## config.mk

```make
export PLATFORM = sky130hd
export DESIGN_NAME = ezn_ctrl
export DESIGN_NICKNAME = d
export VERILOG_FILES = /design/src/sv/ezn_pkg.sv /design/src/sv/ezn_ctrl.sv
export SDC_FILE = /design/constraint.sdc
export NUM_CORES = 1
export LEC_CHECK = 0
export BUFFER_PORTS_ARGS = -buffer_cell sky130_fd_sc_hd__buf_2
export CORE_MARGIN = 10
export CORE_UTILIZATION = 40
export CTS_CLUSTER_SIZE = 16
export DETAILED_ROUTE_END_ITERATION = 10
export PLACE_DENSITY_LB_ADDON = 0.15
export REMOVE_ABC_BUFFERS = 1
export SLEW_MARGIN = 20
export SYNTH_ARGS = -nofsm -noshare
export SYNTH_HDL_FRONTEND = slang
export SYNTH_SLANG_ARGS = --single-unit
export TNS_END_PERCENT = 20
```

## constraint.sdc

```tcl
create_clock -name clock -period 2.26 [get_ports clock]
set_input_delay 0.452 -clock clock [delete_from_list [all_inputs] [get_ports clock]]
set_output_delay 0.452 -clock clock [all_outputs]
set_load 0.02 [all_outputs]
```

## src/sv/ezn_pkg.sv

```systemverilog
// Shared constants and controller/datapath interface types for the
// EWMA z-score normalizer. No dependencies.
package ezn_pkg;

   localparam int METRICS = 4;
   localparam int MIDX_W  = (METRICS > 1) ? $clog2(METRICS) : 1;

   localparam logic [16:0] Q16_ONE     = 17'd65536;
   localparam logic [12:0] TENTH_Q16   = 13'd6554;
   localparam logic [15:0] SCORE_LIMIT = 16'd24576;

   localparam int CNT_W = 5;
   localparam logic [CNT_W-1:0] SQRT_LAST = 5'd31;  // 32 root bits
   localparam logic [CNT_W-1:0] DIV_LAST  = 5'd14;  // 15 quotient bits

   localparam logic [1:0] REG_ALPHA = 2'd0;
   localparam logic [1:0] REG_FLOOR = 2'd1;
   localparam logic [1:0] REG_NEG   = 2'd2;

   typedef struct packed {
      logic idle;
      logic capture;
      logic load;
      logic sqrt_step;
      logic div_init;
      logic div_step;
      logic mul1;
      logic mul2;
      logic mul3;
      logic seed1;
      logic seed2;
      logic finish;
   } ezn_cmd_type;

   typedef struct packed {
      logic primed;
      logic idx_ok;
      logic out_free;
   } ezn_status_type;

endpackage

```

## src/sv/ezn_ctrl.sv

```systemverilog
// Sequencer for the EWMA z-score normalizer: steps the datapath through
// load, root, divide, update or seed, and result phases. Depends on ezn_pkg.
module ezn_ctrl (
   input  logic                  clock,
   input  logic                  reset,
   input  logic                  req_valid,
   input  ezn_pkg::ezn_status_type status,
   output ezn_pkg::ezn_cmd_type    cmd
);

   localparam logic [3:0] ST_IDLE   = 4'd0;
   localparam logic [3:0] ST_LOAD   = 4'd1;
   localparam logic [3:0] ST_SQRT   = 4'd2;
   localparam logic [3:0] ST_DIVCHK = 4'd3;
   localparam logic [3:0] ST_DIV    = 4'd4;
   localparam logic [3:0] ST_MUL1   = 4'd5;
   localparam logic [3:0] ST_MUL2   = 4'd6;
   localparam logic [3:0] ST_MUL3   = 4'd7;
   localparam logic [3:0] ST_SEED1  = 4'd8;
   localparam logic [3:0] ST_SEED2  = 4'd9;
   localparam logic [3:0] ST_FINISH = 4'd10;

   logic [3:0]                state_ff, state_in;
   logic [ezn_pkg::CNT_W-1:0] cnt_ff, cnt_in;

   always_comb begin
      cmd      = '0;
      state_in = state_ff;
      cnt_in   = '0;
      unique case (state_ff)
         ST_IDLE: begin
            cmd.idle = 1'b1;
            if (req_valid) begin
               cmd.capture = 1'b1;
               state_in    = ST_LOAD;
            end
         end
         ST_LOAD: begin
            cmd.load = 1'b1;
            priority if (!status.primed) state_in = ST_SEED1;
            else if (!status.idx_ok)     state_in = ST_FINISH;
            else                         state_in = ST_SQRT;
         end
         ST_SQRT: begin
            cmd.sqrt_step = 1'b1;
            cnt_in        = cnt_ff + 1'b1;
            if (cnt_ff == ezn_pkg::SQRT_LAST) state_in = ST_DIVCHK;
         end
         ST_DIVCHK: begin
            cmd.div_init = 1'b1;
            state_in     = ST_DIV;
         end
         ST_DIV: begin
            cmd.div_step = 1'b1;
            cnt_in       = cnt_ff + 1'b1;
            if (cnt_ff == ezn_pkg::DIV_LAST) state_in = ST_MUL1;
         end
         ST_MUL1: begin
            cmd.mul1 = 1'b1;
            state_in = ST_MUL2;
         end
         ST_MUL2: begin
            cmd.mul2 = 1'b1;
            state_in = ST_MUL3;
         end
         ST_MUL3: begin
            cmd.mul3 = 1'b1;
            state_in = ST_FINISH;
         end
         ST_SEED1: begin
            cmd.seed1 = 1'b1;
            state_in  = ST_SEED2;
         end
         ST_SEED2: begin
            cmd.seed2 = 1'b1;
            state_in  = ST_FINISH;
         end
         ST_FINISH: begin
            // hold until the output register can take the result
            if (status.out_free) begin
               cmd.finish = 1'b1;
               state_in   = ST_IDLE;
            end
         end
         default: state_in = ST_IDLE;
      endcase
   end

   always_ff @(posedge clock) begin
      if (reset) begin
         state_ff <= ST_IDLE;
         cnt_ff   <= '0;
      end else begin
         state_ff <= state_in;
         cnt_ff   <= cnt_in;
      end
   end

endmodule

```

# After elaboration in Yosys (flattened, before gate mapping)
# Index checks and enable logic that the tools add are counted.
# classes
n_addsub	1
n_eq_ne	16
muxes	20
bitwise	1
reduce_logical	5
# ops
operator	count
4-bit case mux with 10 select lines	1
4-bit two-way mux	6
4-bit by 3-bit equality test with 1-bit output, second input constant	4
4-bit equality test, second input constant	3
1-bit two-way mux	12
4-bit by 2-bit equality test with 1-bit output, second input constant	2
2-bit inequality test, second input constant	4
2-bit OR reduction	3
5-bit by 1-bit adder with 5-bit output, second input constant	1
5-bit by 4-bit equality test with 1-bit output, second input constant	1
5-bit equality test, second input constant	1
4-bit by 1-bit equality test with 1-bit output, second input constant	1
4-bit zero test	1
4-bit AND reduction	1
2-bit two-way mux	1
1-bit inverter	1
# word_totals
output_inout_bits	12
wordCells	45
inputBits	6
reg_bits	9

# Longest topological paths before layout
# logic_depth
depth_word	4
ltp_mapped	7

# Worst setup path after synthesis
# Ideal clock, no wire load.
# synth_timing
kind	reg-to-output
startpoint	register state_ff[0]
endpoint	output port cmd[10] (netlist bit)
n_path_buf	1
stages_incl_launch_ff	4
path_slack_ps	228
t_arrival_ps	1580
cell_sequence	dfxtp_1 > buf_2 > nor4_1 > and2_1
# synth_rtl
element	line	text
from (decl)	ezn_ctrl.sv:23	logic [3:0] state_ff, state_in;
from (signal assigned)	ezn_ctrl.sv:94	state_ff <= state_in;
to (decl)	ezn_ctrl.sv:8	output ezn_pkg::ezn_cmd_type cmd

==> summary.txt <==
Outcome
  • Status: complete, no violations

Global route
  • GRT Residual Overflow: 0
  • Pin count of the biggest net entering global routing: 14
  • Vias in the first global route: 486
  • Global Route Usage Sum: 0.0770
  • Antenna violations before repair: 0
  • First-pass GRT wire length: 2.13 mm

Worst setup path
  • Worst r2r path cells: 7
  • Reg2reg setup slack: 510 ps
  • CP endpoint: cmd[0]
  • Req. time, crit path: 1810 ps
  • Critical path origin: state_ff[1]$_SDFFE_PP0P_
  • Worst reg2reg endpoint: state_ff[1]$_SDFFE_PP0P_
  • Setup crit start kind: flop
  • Worst EP arrival: 1510 ps
  • Crit Reg-Reg Startpoint: cnt_ff[0]$_SDFF_PP0_
  • Worst setup path category: flop to primary output
  • Max FO, Critical Path: 12
  • CP Capture Type: primary output

Synthesis
  • Cells after synthesis: 68
  • Commonest cells post-synth: 10 x nor2_1, 9 x dfxtp_1, 8 x nor3_1
  • YS warnings: 0
  • Most common cell in the netlist: nor2_1
  • Simple-gate share of the synthesized area: 0.336
  • Synth top area share: 0.321
  • Synth Area in XOR/XNOR: 0.0624
  • Post-synthesis register bit count: 9
  • Asr flop ratio synth: 0
  • Post-Synth Adder-Cell Area: 0.0668
  • Complex-gate fraction of the synthesized area: 0.0913
  • Post-Syn Area: 562 µm²
  • Largest family of logic cells by synthesized area: simple AND/OR/NAND/NOR gates
  • Synth cell types: 31
  • Commonest register cell after synthesis: dfxtp_1
  • Post-synth EDFFs: 0
  • Sequential share of the synthesized area: 0.321
  • Area contributors post-synth: dfxtp_1 32%, nor3_1 7.1%, ha_1 6.7%
  • Proportion of synthesized area in mux cells: 0.0379
  • Avg Cell Area, Syn: 8.26 µm²
  • Leading area contributor after synthesis: dfxtp_1

Routing
  • Vias: 514
  • WL final: 1.23 mm
  • DR WL/cell: 12.1 µm
  • DRC Markers: 0
  • Final antenna-violating net count: 0
  • DRT Pass-1 Iters: 3
  • Iter 0 DRT Violations: 11
  • Vias per std cell: 5.09

Clocking
  • H-tree lvl count: 1
  • Cts-stage hold buffer count: 0
  • Sink Count: 9
  • Setup Buffers After CTS: 0
  • Clk_lat worst skew: 260 ps
  • Cts bufs inserted: 3
  • Cts repair resizes: 0
  • Longest Clk Path Bufs: 2
  • Clock root cell: clkbuf_4
  • Clock-pin slew on the worst setup and hold paths: 60 ps
  • CTS tree: done

Cells and area
  • Share of layout cells above drive strength 1: 0.314
  • Layout fillers: 134
  • Area delta synth->final: 19.6%
  • NumNets Final: 96
  • Antenna Cells: 0

Hold path
  • Hold Path Stages: 2
  • HP Class: input port to flop
  • Hold_sp: reset

Floorplanning
  • Initial core utilization: 0.426
  • Die width: 57.5 µm
  • Die Height: 57.5 µm
  • Die area: 3300 µm²
  • Std cell rows: 13
  • Core area: 1320 µm²
  • Top Ports: 18

STA
  • Slew @ Worst Pin: 432 ps
  • Final Max Slew Viols: 0
  • Final Cycle Share: 0.869
  • Worst setup margin: 297 ps
  • Setup_tns: 0 ps
  • Max_slew headroom: 0.712
  • FMAX: 0.509 GHz
  • Min Tclk post-route: 1960 ps
  • Final setup fails: 0
  • Unrepaired setup endpoints after global routing: no
  • Setup Skew: 4.14 ps
  • Fin. Hold Viols: 0

Placed design
  • GP Congestion: 0.735
  • HPWL Detailed: 973 µm
  • Pre-CTS WS: 516 ps
  • IO Port Bufs: 17

Flow run
  • Max_cap viols: 0

Power and ir drop
  • Leak pwr: 0.305 nW
  • Peak supply drop: 0.000407 V
  • Pwr dens: 995 nW/µm²
==> logic make-up after synthesis <==
logic type                 Yosys count
xor gates and xnor gates             4
adders and majority gates            3
muxes                                2
and+or+nand+nor                     34
AOI/OAI and AO/OA                    7
DFF                                  9
buffers and inverters                9
==> per-layer routing <==
metal  vias up  GRT usage  wire, µm
li1        273          -         -
met1       226     0.0965       581
met2        13     0.0982       495
met3         2     0.0332       140
met4         0     0.0604        10
met5         -          0         0
==> placed cells by master (no fill, tap or decap), types with 2 or more instances in the layout <==
| cell type | n |
|---|---|
| ha_1 | 3 |
| nor4_1 | 2 |
| nand2b_1 | 2 |
| dfxtp_1 | 9 |
| nor2_1 | 10 |
| xor2_1 | 2 |
| inv_1 | 5 |
| nand2_1 | 3 |
| clkbuf_4 | 3 |
| nor3_1 | 8 |
| xnor2_1 | 2 |
| buf_2 | 17 |
==> critical path: stages (launching register included) <==
cell,delay (ps)
dfxtp_1,590
or2b_1,310
nor3_1,170
buf_2,190
==> worst min-delay path by stage <==
| stage | end | slack (ps) |
|---|---|---|
| floorplan | cnt_ff[0]$_SDFF_PP0_ | 430 |
| global placement | cnt_ff[0]$_SDFF_PP0_ | 450 |
| detailed placement | cnt_ff[0]$_SDFF_PP0_ | 450 |
| CTS | state_ff[0]$_SDFFE_PP0P_ | 440 |
| global route | state_ff[0]$_SDFFE_PP0P_ | 460 |
| finish | state_ff[0]$_SDFFE_PP0P_ | 450 |
==> cell type report <==
cell class / instances / area (µm²) / share of cell area
clock buffer: 3 / 22.5 / 0.0335
clock inverter: 1 / 5.00 / 0.00745
inverter: 5 / 18.8 / 0.0279
multi-input combinational: 50 / 334 / 0.497
sequential: 9 / 180 / 0.268
tap: 15 / 18.8 / 0.0279
timing repair buffer: 18 / 92.6 / 0.138
==> registers in the layout (all words and copies together) (netlist names) <==
| name | count |
|---|---|
| cnt_ff | 5 |
| state_ff | 4 |
==> through the flow <==
stage | power (mW) | cells | instance area, µm² | utilization | hold WS, ps
detailed placement | 0.552 | 97 | 644 | 0.489 | 454
finish | 0.669 | 101 | 672 | 0.510 | 448
floorplan | 0.461 | 64 | 533 | - | 430
global placement | 0.552 | 97 | 644 | 0.489 | 447
CTS | 0.678 | 101 | 672 | 0.510 | 436
global route | 0.719 | 101 | 672 | 0.510 | 457
==> where the power goes <==
| group | switching [mW] | internal [mW] |
|---|---|---|
| registers | 0.0712 | 0.184 |
| logic | 0.164 | 0.129 |
| clock network | 0.0559 | 0.0652 |
(Power assumes the default switching activity.)
